<file path="src/sv/s2cd_pkg.sv">
// s2cd_pkg: field types, calendar constants and helpers for the seconds to calendar date block
// no dependencies; compiled first

package s2cd_pkg;

   typedef logic [31:0] seconds_type;
   typedef logic [5:0]  sixty_type;
   typedef logic [4:0]  hour_type;
   typedef logic [4:0]  mday_type;
   typedef logic [3:0]  month_type;
   typedef logic [7:0]  year_type;
   typedef logic [2:0]  weekday_type;

   localparam logic [16:0] SECS_PER_DAY  = 17'd86400;
   localparam logic [11:0] SECS_PER_HOUR = 12'd3600;
   localparam logic [5:0]  SECS_PER_MIN  = 6'd60;

   localparam logic [8:0]  DAYS_PER_YEAR  = 9'd365;
   localparam year_type    CENTURY_OFFSET = 8'd100;   // 2100, not a leap year
   localparam logic [2:0]  DAYS_PER_WEEK  = 3'd7;
   localparam logic [2:0]  EPOCH_WEEKDAY  = 3'd5;     // 2000-01-01 was a saturday

   localparam month_type   MONTH_FEB  = 4'd1;        // zero based month codes
   localparam month_type   MONTH_JUL  = 4'd6;
   localparam month_type   MONTH_LAST = 4'd11;

   // gregorian leap rule over offsets 0..199 from 2000
   function automatic logic is_leap(input year_type offset);
      is_leap = (offset[1:0] == 2'b00) && (offset != CENTURY_OFFSET);
   endfunction

   // length of a zero based month
   function automatic mday_type month_days(input logic leap, input month_type month);
      month_type m;
      m = month;
      if (month == MONTH_FEB) begin
         month_days = leap ? 5'd29 : 5'd28;
      end else begin
         if (month > MONTH_JUL) begin
            m = month - 4'd1;
         end
         month_days = m[0] ? 5'd30 : 5'd31;
      end
   endfunction

endpackage

</file>
<file path="src/sv/s2cd_req_if.sv">
// s2cd_req_if: request channel carrying one seconds count per item
// depends on s2cd_pkg

interface s2cd_req_if;
   import s2cd_pkg::*;

   logic        valid;
   logic        ready;
   seconds_type seconds_count;

   modport source (output valid, output seconds_count, input ready);
   modport sink   (input valid, input seconds_count, output ready);
endinterface

</file>
<file path="src/sv/s2cd_rsp_if.sv">
// s2cd_rsp_if: response channel carrying one calendar date and time per item
// depends on s2cd_pkg

interface s2cd_rsp_if;
   import s2cd_pkg::*;

   logic        valid;
   logic        ready;
   sixty_type   second_of_minute;
   sixty_type   minute_of_hour;
   hour_type    hour_of_day;
   mday_type    day_of_month;
   month_type   month_number;
   year_type    year_offset;
   weekday_type weekday_number;

   modport source (output valid, output second_of_minute, output minute_of_hour,
                   output hour_of_day, output day_of_month, output month_number,
                   output year_offset, output weekday_number, input ready);
   modport sink   (input valid, input second_of_minute, input minute_of_hour,
                   input hour_of_day, input day_of_month, input month_number,
                   input year_offset, input weekday_number, output ready);
endinterface

</file>
<file path="src/sv/seconds_to_calendar_date_top.sv">
// seconds_to_calendar_date_top: seconds since 2000-01-01 00:00:00 to date, time and weekday
// depends on s2cd_pkg, s2cd_req_if, s2cd_rsp_if
//
// channel    dir  handshake            payload
// req_chan   in   valid / ready        seconds_count (32b)
// rsp_chan   out  valid / ready        second, minute, hour, day, month, year offset, weekday
//
// one item in the sequencer; req_chan.ready is high only while the sequencer is idle
// an item runs the day, hour, minute, year and month phases, then the finish step;
// the phase steps all go through the single 18-bit subtractor
// day division is restoring, one quotient bit per cycle; weekday residue rides along
// reset (synchronous, active high) empties the sequencer and the result register
// a stalled result holds in the output register; the next item is accepted meanwhile
// and waits in the finish step only if the output register is still full

module seconds_to_calendar_date_top (
   input logic clock,
   input logic reset,
   s2cd_req_if.sink   req_chan,
   s2cd_rsp_if.source rsp_chan
);
   import s2cd_pkg::*;

   typedef enum logic [2:0] {
      ST_IDLE,
      ST_DAYS,
      ST_HOURS,
      ST_MINUTES,
      ST_YEARS,
      ST_MONTHS,
      ST_FINISH
   } state_type;

   state_type   state_ff, state_in;
   logic [4:0]  cnt_ff, cnt_in;          // step counter inside a phase
   seconds_type num_ff, num_in;          // dividend, shifted out msb first
   logic [16:0] tod_ff, tod_in;          // seconds of the day, reduced in place
   logic [15:0] days_ff, days_in;        // whole days, then days left in the year
   logic [2:0]  wday_ff, wday_in;        // whole days mod 7
   hour_type    hour_ff, hour_in;
   sixty_type   minute_ff, minute_in;
   year_type    year_ff, year_in;
   month_type   month_ff, month_in;      // zero based

   // result register
   logic        out_valid_ff;
   sixty_type   out_sec_ff;
   sixty_type   out_min_ff;
   hour_type    out_hour_ff;
   mday_type    out_day_ff;
   month_type   out_month_ff;
   year_type    out_year_ff;
   weekday_type out_wday_ff;

   // shared subtract / compare unit
   logic [17:0] op_a, op_b;
   logic [18:0] diff;
   logic        borrow;

   logic [17:0] partial;                 // next partial remainder of the day division
   logic [3:0]  wday_step;
   logic [3:0]  wday_sum;
   weekday_type weekday;
   logic        leap;
   logic        out_free;
   logic        load_out;

   assign partial   = {tod_ff, num_ff[31]};
   assign leap      = is_leap(year_ff);
   assign diff      = {1'b0, op_a} - {1'b0, op_b};
   assign borrow    = diff[18];
   assign out_free  = !out_valid_ff || rsp_chan.ready;
   assign load_out  = (state_ff == ST_FINISH) && out_free;

   // (days mod 7 + 5) mod 7
   assign wday_sum  = {1'b0, wday_ff} + {1'b0, EPOCH_WEEKDAY};
   assign weekday   = (wday_sum >= {1'b0, DAYS_PER_WEEK}) ?
                      3'(wday_sum - {1'b0, DAYS_PER_WEEK}) : wday_sum[2:0];

   // residue of the day quotient tracked bit by bit
   assign wday_step = {wday_ff, !borrow};

   // operand select for the shared unit
   always_comb begin
      op_a = partial;
      op_b = {1'b0, SECS_PER_DAY};
      case (state_ff)
         ST_DAYS: begin
            op_a = partial;
            op_b = {1'b0, SECS_PER_DAY};
         end
         ST_HOURS: begin
            op_a = {1'b0, tod_ff};
            op_b = {6'd0, SECS_PER_HOUR} << cnt_ff[2:0];
         end
         ST_MINUTES: begin
            op_a = {1'b0, tod_ff};
            op_b = {12'd0, SECS_PER_MIN} << cnt_ff[2:0];
         end
         ST_YEARS: begin
            op_a = {2'd0, days_ff};
            op_b = 18'(DAYS_PER_YEAR) + 18'(leap);
         end
         ST_MONTHS: begin
            op_a = {2'd0, days_ff};
            op_b = 18'(month_days(leap, month_ff));
         end
         default: begin
            op_a = partial;
            op_b = {1'b0, SECS_PER_DAY};
         end
      endcase
   end

   // sequencer next state
   always_comb begin
      state_in  = state_ff;
      cnt_in    = cnt_ff;
      num_in    = num_ff;
      tod_in    = tod_ff;
      days_in   = days_ff;
      wday_in   = wday_ff;
      hour_in   = hour_ff;
      minute_in = minute_ff;
      year_in   = year_ff;
      month_in  = month_ff;
      case (state_ff)
         ST_IDLE: begin
            if (req_chan.valid) begin
               num_in   = req_chan.seconds_count;
               tod_in   = '0;
               days_in  = '0;
               wday_in  = '0;
               year_in  = '0;
               month_in = '0;
               cnt_in   = 5'd31;
               state_in = ST_DAYS;
            end
         end
         ST_DAYS: begin
            // restoring division by the day length
            tod_in  = borrow ? partial[16:0] : diff[16:0];
            days_in = {days_ff[14:0], !borrow};
            wday_in = (wday_step >= {1'b0, DAYS_PER_WEEK}) ?
                      3'(wday_step - {1'b0, DAYS_PER_WEEK}) : wday_step[2:0];
            num_in  = {num_ff[30:0], 1'b0};
            if (cnt_ff == 5'd0) begin
               cnt_in   = 5'd4;
               state_in = ST_HOURS;
            end else begin
               cnt_in = cnt_ff - 5'd1;
            end
         end
         ST_HOURS: begin
            if (!borrow) begin
               tod_in = diff[16:0];
            end
            hour_in = {hour_ff[3:0], !borrow};
            if (cnt_ff == 5'd0) begin
               cnt_in   = 5'd5;
               state_in = ST_MINUTES;
            end else begin
               cnt_in = cnt_ff - 5'd1;
            end
         end
         ST_MINUTES: begin
            if (!borrow) begin
               tod_in = diff[16:0];
            end
            minute_in = {minute_ff[4:0], !borrow};
            if (cnt_ff == 5'd0) begin
               state_in = ST_YEARS;
            end else begin
               cnt_in = cnt_ff - 5'd1;
            end
         end
         ST_YEARS: begin
            if (borrow) begin
               state_in = ST_MONTHS;
            end else begin
               days_in = diff[15:0];
               year_in = year_ff + 8'd1;
            end
         end
         ST_MONTHS: begin
            if (borrow || (month_ff == MONTH_LAST)) begin
               state_in = ST_FINISH;
            end else begin
               days_in  = diff[15:0];
               month_in = month_ff + 4'd1;
            end
         end
         ST_FINISH: begin
            if (out_free) begin
               state_in = ST_IDLE;
            end
         end
         default: begin
            state_in = ST_IDLE;
         end
      endcase
   end

   always_ff @(posedge clock) begin
      if (reset) begin
         state_ff     <= ST_IDLE;
         cnt_ff       <= '0;
         out_valid_ff <= 1'b0;
      end else begin
         state_ff  <= state_in;
         cnt_ff    <= cnt_in;
         num_ff    <= num_in;
         tod_ff    <= tod_in;
         days_ff   <= days_in;
         wday_ff   <= wday_in;
         hour_ff   <= hour_in;
         minute_ff <= minute_in;
         year_ff   <= year_in;
         month_ff  <= month_in;
         if (load_out) begin
            out_valid_ff <= 1'b1;
            out_sec_ff   <= tod_ff[5:0];
            out_min_ff   <= minute_ff;
            out_hour_ff  <= hour_ff;
            out_day_ff   <= days_ff[4:0] + 5'd1;
            out_month_ff <= month_ff + 4'd1;
            out_year_ff  <= year_ff;
            out_wday_ff  <= weekday;
         end else if (rsp_chan.ready) begin
            out_valid_ff <= 1'b0;
         end
      end
   end

   assign req_chan.ready            = (state_ff == ST_IDLE);
   assign rsp_chan.valid            = out_valid_ff;
   assign rsp_chan.second_of_minute = out_sec_ff;
   assign rsp_chan.minute_of_hour   = out_min_ff;
   assign rsp_chan.hour_of_day      = out_hour_ff;
   assign rsp_chan.day_of_month     = out_day_ff;
   assign rsp_chan.month_number     = out_month_ff;
   assign rsp_chan.year_offset      = out_year_ff;
   assign rsp_chan.weekday_number   = out_wday_ff;

   // an accepted item always starts the day division
   a_accept_starts: assert property (@(posedge clock) disable iff (reset)
      (req_chan.valid && req_chan.ready) |=> (state_ff == ST_DAYS) && (cnt_ff == 5'd31))
      else $error("accepted item did not start the day division");

   // the year walk never runs past the last reachable year
   a_year_bound: assert property (@(posedge clock) disable iff (reset)
      (state_ff == ST_YEARS) |-> (year_ff <= 8'd136))
      else $error("year offset out of range");

   // a loaded result carries a time of day and month in range
   a_result_range: assert property (@(posedge clock) disable iff (reset)
      load_out |=> rsp_chan.valid && (rsp_chan.hour_of_day <= 5'd23) &&
                   (rsp_chan.minute_of_hour <= 6'd59) &&
                   (rsp_chan.second_of_minute <= 6'd59) &&
                   (rsp_chan.month_number != 4'd0) && (rsp_chan.month_number <= 4'd12))
      else $error("result field out of range");

   // no new item while a result waits for the output register
   a_finish_holds: assert property (@(posedge clock) disable iff (reset)
      ((state_ff == ST_FINISH) && !out_free) |=> (state_ff == ST_FINISH))
      else $error("finish step left while output register full");

endmodule

</file>
<file path="src/flat_wrapper.sv">
// flat-port wrapper written by rule: the top's interface ports become plain ports
module seconds_to_calendar_date_top_flat import s2cd_pkg::*;
  (clock, reset, req_chan_valid, req_chan_seconds_count, req_chan_ready, rsp_chan_valid, rsp_chan_second_of_minute, rsp_chan_minute_of_hour, rsp_chan_hour_of_day, rsp_chan_day_of_month, rsp_chan_month_number, rsp_chan_year_offset, rsp_chan_weekday_number, rsp_chan_ready);
  s2cd_req_if req_chan_i ();
  s2cd_rsp_if rsp_chan_i ();
  input logic clock;
  input logic reset;
  input wire logic [$bits(req_chan_i.valid)-1:0] req_chan_valid;
  input wire logic [$bits(req_chan_i.seconds_count)-1:0] req_chan_seconds_count;
  output wire logic [$bits(req_chan_i.ready)-1:0] req_chan_ready;
  output wire logic [$bits(rsp_chan_i.valid)-1:0] rsp_chan_valid;
  output wire logic [$bits(rsp_chan_i.second_of_minute)-1:0] rsp_chan_second_of_minute;
  output wire logic [$bits(rsp_chan_i.minute_of_hour)-1:0] rsp_chan_minute_of_hour;
  output wire logic [$bits(rsp_chan_i.hour_of_day)-1:0] rsp_chan_hour_of_day;
  output wire logic [$bits(rsp_chan_i.day_of_month)-1:0] rsp_chan_day_of_month;
  output wire logic [$bits(rsp_chan_i.month_number)-1:0] rsp_chan_month_number;
  output wire logic [$bits(rsp_chan_i.year_offset)-1:0] rsp_chan_year_offset;
  output wire logic [$bits(rsp_chan_i.weekday_number)-1:0] rsp_chan_weekday_number;
  input wire logic [$bits(rsp_chan_i.ready)-1:0] rsp_chan_ready;
  assign req_chan_i.valid = req_chan_valid;
  assign req_chan_i.seconds_count = req_chan_seconds_count;
  assign req_chan_ready = req_chan_i.ready;
  assign rsp_chan_valid = rsp_chan_i.valid;
  assign rsp_chan_second_of_minute = rsp_chan_i.second_of_minute;
  assign rsp_chan_minute_of_hour = rsp_chan_i.minute_of_hour;
  assign rsp_chan_hour_of_day = rsp_chan_i.hour_of_day;
  assign rsp_chan_day_of_month = rsp_chan_i.day_of_month;
  assign rsp_chan_month_number = rsp_chan_i.month_number;
  assign rsp_chan_year_offset = rsp_chan_i.year_offset;
  assign rsp_chan_weekday_number = rsp_chan_i.weekday_number;
  assign rsp_chan_i.ready = rsp_chan_ready;
  seconds_to_calendar_date_top u_core (.clock(clock), .reset(reset), .req_chan(req_chan_i), .rsp_chan(rsp_chan_i));
endmodule
</file>
<file path="config.mk">
export PLATFORM = sky130hd
export DESIGN_NAME = seconds_to_calendar_date_top_flat
export DESIGN_NICKNAME = d
export VERILOG_FILES = /design/src/sv/s2cd_pkg.sv /design/src/sv/s2cd_req_if.sv /design/src/sv/s2cd_rsp_if.sv /design/src/sv/seconds_to_calendar_date_top.sv /design/src/flat_wrapper.sv
export SDC_FILE = /design/constraint.sdc
export NUM_CORES = 1
export LEC_CHECK = 0
export ABC_AREA = 0
export BUFFER_PORTS_ARGS = -buffer_cell sky130_fd_sc_hd__buf_2
export CAP_MARGIN = 30
export CORE_MARGIN = 8
export CORE_UTILIZATION = 51
export CTS_BUF_LIST = sky130_fd_sc_hd__clkbuf_4 sky130_fd_sc_hd__clkbuf_8 sky130_fd_sc_hd__clkbuf_16
export DETAILED_ROUTE_END_ITERATION = 8
export PLACE_DENSITY = 0.73
export SYNTH_ARGS = -nofsm -noshare
export SYNTH_HDL_FRONTEND = slang
export SYNTH_SLANG_ARGS = --single-unit
</file>
<file path="constraint.sdc">
create_clock -name clock -period 7.2 [get_ports clock]
set_clock_uncertainty 0.1 [all_clocks]
set_input_delay 1.44 -clock clock [delete_from_list [all_inputs] [get_ports clock]]
set_output_delay 1.44 -clock clock [all_outputs]
set_load 0.03 [all_outputs]
</file>
==> metrics.cfg, run 1 <==
[cts]
clk_pin_slew_ns=0.07
cts_tree=built
cts_sinks=137
root_buffer=clkbuf_16
cts_buffer_depth=2
h-tree-depth=4
clk_latency_ns=0.42
ctsHoldBuffers=0
post_cts_buffers=0
cts-resized-gates=0
cts_buffers=17

[synthesis]
synth_cell_type_count=63
ys_seq_elements=137
synth-edff-count=128
postSynthCellCount=715
syn-num-nets=779
synth_flop_cell=edfxtp_1
synth_area_per_cell_um2=10.41
synth_area_um2=7441
async_flop_share=0
yosys_warnings=0
ys_seq_area_frac=0.5408

[worst_setup_path]
crit_slowest_cell=or4b_2
max_stage_delay_ns=0.70
r2r_slack_ns=2.10
crit_fanout=12
ff2ff_path_depth=16
crit_start=u_core.year_ff[3]
r2r-end=u_core.days_ff[11]
cp_num_cells=16
cpMostUsedCell=o21ai_0
crit_path_end=u_core.days_ff[11]
reg2reg_from=u_core.year_ff[3]
cp.arrival_ns=5.13
end_kind=register
path_class=register to register
cp_top_family=compound AO/OA/AOI/OAI gates
start_kind=register
cp_cell_sequence=or4b_2 -> o21ai_0 -> nand2_1 -> o21ai_0 -> o21ai_0 -> ha_1 -> fa_1 -> nor2b_1 -> o211a_1 -> o311a_4 -> o211ai_2 -> o21a_1 -> inv_8 -> nand2_4 -> a2111oi_4 -> buf_6
crit_buf_inv=2
cp.required_ns=7.23

[detailed_routing]
drt-initial-drc-count=555
antenna_left=0
remaining_drc_errors=0
drt_wl_total_mm=17.81
dr.pass1.iters=5
routedWlPerCell_um=18.23
num_vias=5756
via_per_inst=5.892

[timing]
maxSlewViolCount=0
grt_setup_unrepaired=no
max_freq_mhz=196.1
finalCriticalPeriod_ns=5.100
fin_crit_sh=0.7083
finalHoldViolCount=0
setup-violations-final=0
fin_tns_setup_ns=0
worst_slew_pin_slew_ns=0.9976
relSlewSlack=0.3298

[grt]
globalRouteTotalUtil=0.1923
overflow=0
grt_max_degree=59
grt_pass1_wl_mm=28.05
grt_antenna_before_repair=0
grt_pass1_vias=5420

[placed_design]
io_buffers=74
dp_hpwl_mm=12.65
gp_congestion=0.8943

[power_and_ir_drop]
switching_share=0.4091
p_per_area_nw_per_um2=438.3
power_frac_comb=0.449
vdd.ir_drop.worst_mv=0.2132
seqPwrFrac=0.324
switching_power_mw=1.542
clockPowerShare=0.227
p_int_mw=2.227
power.total_mw=3.768
leakage_nw=3.347

[final_layout]
diodes=0
layout.nets=844
syn_to_final_growth_pct=15.54
drive_above_1_share=0.1904

[status]
outcome=finished, final reports clean

[floorplan]
die_area_um2=18710
die_y_um=136.8
start_util=0.5179
coreArea_um2=14370
die_w_um=136.8
io_pins=75
core.rowCount=44

[worst_hold_path]
hold_path_class=register to register

[job]
maxCapViolations=0

per-layer routing:
metal	vias to the layer above	GRT usage	share of wire
li1	2756	-	-
met1	2794	0.2402	0.43
met2	190	0.3225	0.50
met3	16	0.04295	0.056
met4	0	0.06639	0.011
met5	-	0	0
cells in the mapped netlist (3+ instances only):
cell type	instances	share of area
a21o_1	6	0.0061
or3_1	3	0.0025
a211oi_1	3	0.0030
mux2i_1	8	0.011
nand2b_1	7	0.0059
or2_2	16	0.013
a22o_1	13	0.015
nor3_1	15	0.010
nor2b_1	6	0.0050
xor2_1	12	0.014
nand3_1	13	0.0087
inv_1	20	0.010
o31ai_1	5	0.0050
o22ai_1	6	0.0050
dfxtp_1	9	0.024
a21oi_1	42	0.028
a31oi_1	3	0.0025
clkbuf_1	32	0.016
edfxtp_1	128	0.52
o21a_1	7	0.0071
ha_1	27	0.045
o211ai_1	16	0.016
nand2_1	126	0.064
nor2_1	49	0.025
o21ai_0	57	0.038
o2bb2ai_1	7	0.0082
and3_1	8	0.0067
o21ai_1	7	0.0047
buf_1	5	0.0025
xnor2_1	15	0.018
nand4_1	3	0.0025
how the worst min path moves through the flow:
stage,startpoint,end,slack [ns],depth (start not counted)
3_5_place_dp,u_core.hour_ff[4],u_core.rsp_chan.hour_of_day[4],0.30,0
5_1_grt,u_core.minute_ff[5],u_core.rsp_chan.minute_of_hour[5],0.33,0
4_1_cts,u_core.minute_ff[5],u_core.rsp_chan.minute_of_hour[5],0.32,0
3_3_place_gp,u_core.hour_ff[4],u_core.rsp_chan.hour_of_day[4],0.30,0
6_report,u_core.hour_ff[4],u_core.rsp_chan.hour_of_day[4],0.32,0
2_1_floorplan,u_core.hour_ff[4],u_core.rsp_chan.hour_of_day[4],0.30,0
logic make-up after synthesis:
logic type	share of synthesized area
adders and majority gates	0.04809
AOI/OAI and AO/OA	0.1735
DFF	0.5408
xor gates and xnor gates	0.03178
buffers and inverters	0.03245
muxes	0.01379
and+or+nand+nor	0.1596
per-stage QoR:
stage               setup WS [ns]  cells  area (um2)  hold WS, ns    util
floorplan                  0.9993    715        7441       0.3003       -
global placement            2.018    942        7981       0.3049  0.5555
detailed placement          2.128    944        8013       0.3045  0.5576
CTS                         2.136    976        8589       0.3195  0.5978
global route                1.874    977        8597       0.3321  0.5983
finish                      2.100    977        8597       0.3242  0.5983
cells in the final DEF, fill, tap and decap left out, drive strengths merged, types with 8 or more instances in the layout:
cell and instances:
xor2 12, xnor2 15, edfxtp 128, nand2 127
o21ai 64, nor3 15, a21oi 42, o211ai 17
ha 27, dfxtp 9, clkbuf 17, mux2i 8
buf 85, and3 9, inv 24, a22o 13
nand3 13, nor2 50, or2 16
state kept, by name, indices dropped and copies added (netlist names), 4 cells and up:
signal and count:
u_core.tod_ff 17, u_core.month_ff 4, u_core.num_ff 32, u_core.rsp_chan.hour_of_day 5, u_core.rsp_chan.second_of_minute 6, u_core.rsp_chan.minute_of_hour 6
u_core.rsp_chan.year_offset 8, u_core.rsp_chan.day_of_month 5, u_core.year_ff 8, u_core.days_ff 16, u_core.rsp_chan.month_number 4, u_core.hour_ff 5
u_core.cnt_ff 5, u_core.minute_ff 6
power groups by stage:
stage	clock network, mW	registers [mW]	logic (mW)
4_1_cts	0.866	1.22	1.67
6_report	0.854	1.22	1.69
3_5_place_dp	0	1.23	1.66
3_3_place_gp	0	1.23	1.61
5_1_grt	0.896	1.24	1.85
2_1_floorplan	0	1.17	1.29
cell type report:
class / instances / area [um2]
well taps: 184 / 230.2
clock buffers: 17 / 425.4
multi-input cells: 518 / 3211
inverters: 21 / 86.33
fillers: 1117 / 5772
clock inverters: 15 / 151.4
flip-flops and latches: 137 / 4024
repair buffers: 85 / 469.2
Power figures use the tool's default switching activity.
==> run 2, diff against run 1 <==
Settings changed: PLACE_DENSITY 0.73 to 0.76.
Clock period 7.2 ns to 4.69 ns, I/O delays scaled along.
==> run 2 against run 1 <==
Effect of this change:
- register-to-register slack worse by 1.9 ns
- power is 54% higher
- die area unchanged
- critical path depth fell by 1
- first-iteration DRC count increased by 17%
- non-clock buffer count increased by 13
- combinational power is 57% higher
- count of clock-buffer cells in the layout did not move
- critical endpoint is now u_core.tod_ff[1]
==> metrics.cfg, run 2 (same netlist as run 1, synthesis figures left out) <==
[placed_design]
io_buffers=74
dpl.cell_count=958
dp_hpwl_mm=12.66
pre_cts_ws_ns=0.01047
gp_congestion=0.9235

[worst_setup_path]
max_stage_delay_ns=0.70
cp.arrival_ns=4.46
crit_slowest_cell=or4b_2
crit_buf_inv=2
cp_cell_sequence=or4b_2 -> o21ai_2 -> nand2_1 -> o21ai_0 -> o21ai_0 -> ha_2 -> fa_1 -> nor2b_1 -> o211a_1 -> o311a_4 -> o211ai_2 -> o21a_2 -> buf_4 -> a2111oi_4 -> buf_6
cp.required_ns=4.71
crit_fanout=17
cp_top_family=compound AO/OA/AOI/OAI gates
path_class=register to register
end_kind=register
start_kind=register
cpMostUsedCell=o21ai_0

[detailed_routing]
num_vias=5907
routedWlPerCell_um=18.50
dr.pass1.iters=5
drt_wl_total_mm=18.31
drt-initial-drc-count=652
via_per_inst=5.967
remaining_drc_errors=0
antenna_left=0

[worst_hold_path]
hold_path_class=register to register

[final_layout]
final_cell_mix=edfxtp_1, nand2_1, buf_2
final_cells=990
reg_top3=u_core.num_ff x32, u_core.tod_ff x17, u_core.days_ff x16
layout.nets=857
largest_reg_flops=32
syn_to_final_growth_pct=17.30
top_register=u_core.num_ff
layout_commonest_cell=edfxtp_1
diodes=0
drive_above_1_share=0.2109

[timing]
maxSlewViolCount=0
max_freq_mhz=225.0
worst_hold_slack_ns=0.3312
finalCriticalPeriod_ns=4.445
finalHoldViolCount=0
setup-violations-final=0
relSlewSlack=0.3989
fin_crit_sh=0.9478
grt_setup_unrepaired=no
worst_slew_pin_slew_ns=0.8948
fin_tns_setup_ns=0
worst_slack_ns=0.2448

[grt]
grt_antenna_before_repair=0
overflow=0
grt_pass1_wl_mm=28.97
grt_pass1_vias=5687
globalRouteTotalUtil=0.1962
grt_max_degree=49

[power_and_ir_drop]
switching_power_mw=2.375
leakage_nw=3.422
power_frac_comb=0.458
p_per_area_nw_per_um2=665.9
p_int_mw=3.437
seqPwrFrac=0.322
switching_share=0.4086
clockPowerShare=0.220
power.total_mw=5.812
vdd.ir_drop.worst_mv=0.3944

[cts]
h-tree-depth=4
cts_buffers=17
root_buffer=clkbuf_16
clk_latency_ns=0.42
cts_buffer_depth=2
cts_sinks=137
cts_tree=built
clk_pin_slew_ns=0.06

[floorplan]
io_pins=75
die_w_um=136.8
coreArea_um2=14370
die_y_um=136.8
core.rowCount=44
start_util=0.5179
die_area_um2=18710

[status]
outcome=finished, final reports clean

[job]
maxCapViolations=0

run 2: changes by cell type in the layout (fill, tap and decap cells not counted), moves of 2 or more:
cell,previous run,this run
inv_6,2,4
a21oi_1,41,39
buf_4,9,21
clkinvlp_4,4,2
clkinv_4,1,4
run 2: final cells by class:
class | instances | area [um2]
clock buffer | 17 | 425.4
clock inverter | 15 | 141.4
fill | 1125 | 5640
inverter | 21 | 86.33
multi-input combinational | 518 | 3242
sequential | 137 | 4024
tap | 184 | 230.2
timing repair buffer | 98 | 579.3
run 2: timing repair:
action / CTS / global route
setup endpoints to repair: 5 / 39
buffers inserted: 0 / 0
hold buffers: 0 / 0
resized for setup: 1 / 7
run 2: per-layer routing:
metal / GRT usage / vias to the layer above / wire, um / part of all wire
met4: 0.09234 / 0 / 575 / 0.031
met1: 0.2430 / 2802 / 7484 / 0.41
met3: 0.03965 / 49 / 1224 / 0.067
met2: 0.3236 / 269 / 9028 / 0.49
li1: - / 2787 / - / -
met5: 0 / - / 0 / 0
run 2: per-stage QoR:
stage | utilization | cell area (um2)
3_3_place_gp | 0.5648 | 8115
4_1_cts | 0.6057 | 8703
5_1_grt | 0.6075 | 8728
6_report | 0.6075 | 8728
2_1_floorplan | - | 7460
3_5_place_dp | 0.5662 | 8135
run 2: final timing paths:
| path | from | to | slack, ns | cells after the start |
|---|---|---|---|---|
| min reg2reg | u_core.hour_ff[4] | u_core.rsp_chan.hour_of_day[4] | 0.33 | 0 |
| min | u_core.hour_ff[4] | u_core.rsp_chan.hour_of_day[4] | 0.33 | 0 |
| max reg2reg | u_core.year_ff[3] | u_core.tod_ff[1] | 0.24 | 15 |
| max | u_core.year_ff[3] | u_core.tod_ff[1] | 0.24 | 15 |
run 2: worst register-to-register path: cells and delay by family, from the launching register on:
family	cells	cell delay, ns
simple gates	3	0.95
buf+inv	2	0.43
compound gates	8	1.58
flops	1	0.45
fa+ha+maj	2	0.61
run 2: power groups by stage:
stage	registers, mW	clock network (mW)	logic, mW
6_report	1.87	1.28	2.66
5_1_grt	1.90	1.33	2.92
2_1_floorplan	1.80	0	1.99
4_1_cts	1.86	1.28	2.61
3_5_place_dp	1.88	0	2.58
3_3_place_gp	1.87	0	2.49
==> run 3, diff against run 2 <==
--- a/config.mk
+++ b/config.mk
@@ -13,5 +13,6 @@
 export CTS_BUF_LIST = sky130_fd_sc_hd__clkbuf_4 sky130_fd_sc_hd__clkbuf_8 sky130_fd_sc_hd__clkbuf_16
 export DETAILED_ROUTE_END_ITERATION = 8
-export PLACE_DENSITY = 0.76
+export MAX_ROUTING_LAYER = met4
+export PLACE_DENSITY = 0.73
 export SYNTH_ARGS = -nofsm -noshare
 export SYNTH_HDL_FRONTEND = slang
==> constraint.sdc (replaced) <==
create_clock -name clock -period 5 [get_ports clock]
set_clock_uncertainty 0.1 [all_clocks]
set_input_delay 1.25 -clock clock [delete_from_list [all_inputs] [get_ports clock]]
set_output_delay 1.25 -clock clock [all_outputs]
set_load 0.03 [all_outputs]
==> run 3 against run 2 <==
Effect of this change:
- non-clock buffer count fell by 2
- sequential share of layout area fell by 0.12 points
- first-iteration DRC count rose by 9.4%
- largest power group unchanged
- register-to-register slack improved by 0.13 ns
- highest routed layer unchanged
- maximum frequency fell by 3.8%
- count of clock-buffer cells in the layout did not move
- power fell by 5.3%
- largest cell class unchanged
==> metrics.cfg, run 3 (same netlist as run 1, synthesis figures left out) <==
[floorplan]
core.rowCount=44
start_util=0.5179
coreArea_um2=14370
io_pins=75
die_area_um2=18710
die_w_um=136.8
die_y_um=136.8

[detailed_routing]
via_per_inst=5.942
drt_wl_total_mm=17.93
dr.pass1.iters=5
remaining_drc_errors=0
num_vias=5871
drt-initial-drc-count=713
routedWlPerCell_um=18.15
antenna_left=0

[status]
outcome=finished, final reports clean

[worst_setup_path]
cp.arrival_ns=4.63
max_stage_delay_ns=0.70
crit_fanout=17
end_kind=register
crit_slowest_cell=or4b_2
cp_cell_sequence=or4b_2 -> o21ai_1 -> nand2_1 -> o21ai_0 -> o21ai_0 -> ha_1 -> fa_1 -> nor2b_1 -> o211a_1 -> o311a_4 -> o211ai_2 -> o21a_1 -> buf_4 -> a2111oi_4 -> buf_4
cp.required_ns=5.01
start_kind=register
path_class=register to register

[final_layout]
layout.nets=855
fill_cells=1148
reg_top3=u_core.num_ff x32, u_core.tod_ff x17, u_core.days_ff x16
final_cell_mix=edfxtp_1, nand2_1, buf_2
diodes=0
syn_to_final_growth_pct=17.61
drive_above_1_share=0.2040
finish.utilization=0.6090
top_register=u_core.num_ff
largest_reg_flops=32
layout_commonest_cell=edfxtp_1

[cts]
h-tree-depth=4
cts_sinks=137
clk_latency_ns=0.43
clk_pin_slew_ns=0.07
cts_buffers=17
post_cts_buffers=0
root_buffer=clkbuf_16
cts_buffer_depth=2
cts_tree=built

[worst_hold_path]
hold_path_class=register to register

[grt]
grt_antenna_before_repair=0
grt_pass1_wl_mm=28.67
grt_pass1_vias=5633
globalRouteTotalUtil=0.2012
overflow=0
grt_max_degree=49

[power_and_ir_drop]
switching_share=0.3991
leakage_nw=3.431
p_int_mw=3.307
p_per_area_nw_per_um2=628.9
switching_power_mw=2.196
seqPwrFrac=0.319
power_frac_comb=0.443
clockPowerShare=0.238
vdd.ir_drop.worst_mv=0.2934

[placed_design]
io_buffers=74
gp_congestion=0.9931
dp_hpwl_mm=12.48

[job]
maxCapViolations=0

[timing]
fin_crit_sh=0.9245
max_freq_mhz=216.3
worst_slew_pin_slew_ns=0.8943
relSlewSlack=0.3992
setup-violations-final=0
finalHoldViolCount=0
grt_setup_unrepaired=no
finalCriticalPeriod_ns=4.623
maxSlewViolCount=0
fin_tns_setup_ns=0

==> run 3: changes by cell type in the layout (fill, tap and decap cells not counted), moves of 2 or more <==
cell | before | now
clkinv_4 | 4 | 1
clkinvlp_4 | 2 | 4
bufinv_16 | 1 | 3
clkinv_2 | 3 | 1
buf_4 | 21 | 19
==> run 3: final cells by class <==
type / instances / area (um2) / area share
sequential: 137 / 4024 / 0.4598
multi-input combinational: 518 / 3223 / 0.3683
timing repair buffer: 96 / 573.1 / 0.06548
clock buffer: 17 / 425.4 / 0.04861
tap: 184 / 230.2 / 0.02631
clock inverter: 15 / 188.9 / 0.02159
inverter: 21 / 86.33 / 0.009866
==> run 3: power by group through the flow <==
| stage | combinational, mW | clock, mW | sequential, mW |
|---|---|---|---|
| finish | 2.44 | 1.31 | 1.76 |
| global route | 2.69 | 1.36 | 1.79 |
| CTS | 2.39 | 1.32 | 1.75 |
| detailed placement | 2.37 | 0 | 1.77 |
| global placement | 2.28 | 0 | 1.77 |
| floorplan | 1.86 | 0 | 1.69 |
==> run 3: timing repair <==
item	CTS	global route
gates resized for setup	0	2
setup endpoints to repair	0	36
hold buffers	0	0
==> run 3: critical path, delay by kind of cell, from the launching register on <==
kind	cells	cell delay [ns]
flip-flops	1	0.45
AO/OA/AOI/OAI	8	1.58
adder cells (fa/ha/maj)	2	0.65
buffers and inverters	2	0.53
AND/OR/NAND/NOR	3	0.98
==> run 3: worst paths after layout <==
path / startpoint / endpoint / slack, ns / cells after the start
worst max-delay path: u_core.year_ff[3] / u_core.tod_ff[11] / 0.38 / 15
worst min-delay path: u_core.hour_ff[4] / u_core.rsp_chan.hour_of_day[4] / 0.32 / 0
worst max register to register: u_core.year_ff[3] / u_core.tod_ff[11] / 0.38 / 15
worst min register to register: u_core.hour_ff[4] / u_core.rsp_chan.hour_of_day[4] / 0.32 / 0
==> run 3: metal layers <==
| layer | share of wire | wire (um) | global-route usage | up-vias |
|---|---|---|---|---|
| li1 | - | - | - | 2778 |
| met1 | 0.43 | 7687 | 0.2469 | 2824 |
| met2 | 0.48 | 8579 | 0.3138 | 235 |
| met3 | 0.069 | 1230 | 0.04809 | 34 |
| met4 | 0.024 | 431 | 0.08449 | 0 |
| met5 | 0 | 0 | - | - |
==> run 3: through the flow <==
stage / hold slack, ns / instances / cell area, um2 / power (mW) / setup WS, ns
after floorplan: 0.3003 / 715 / 7447 / 3.550 / 0.1344
after global placement: 0.3025 / 954 / 8093 / 4.051 / 0.4660
after detailed placement: 0.3110 / 955 / 8113 / 4.141 / 0.2975
after CTS: 0.3266 / 987 / 8727 / 5.455 / 0.2557
after global routing: 0.3382 / 988 / 8751 / 5.834 / 0.03890
final: 0.3225 / 988 / 8751 / 5.503 / 0.3775
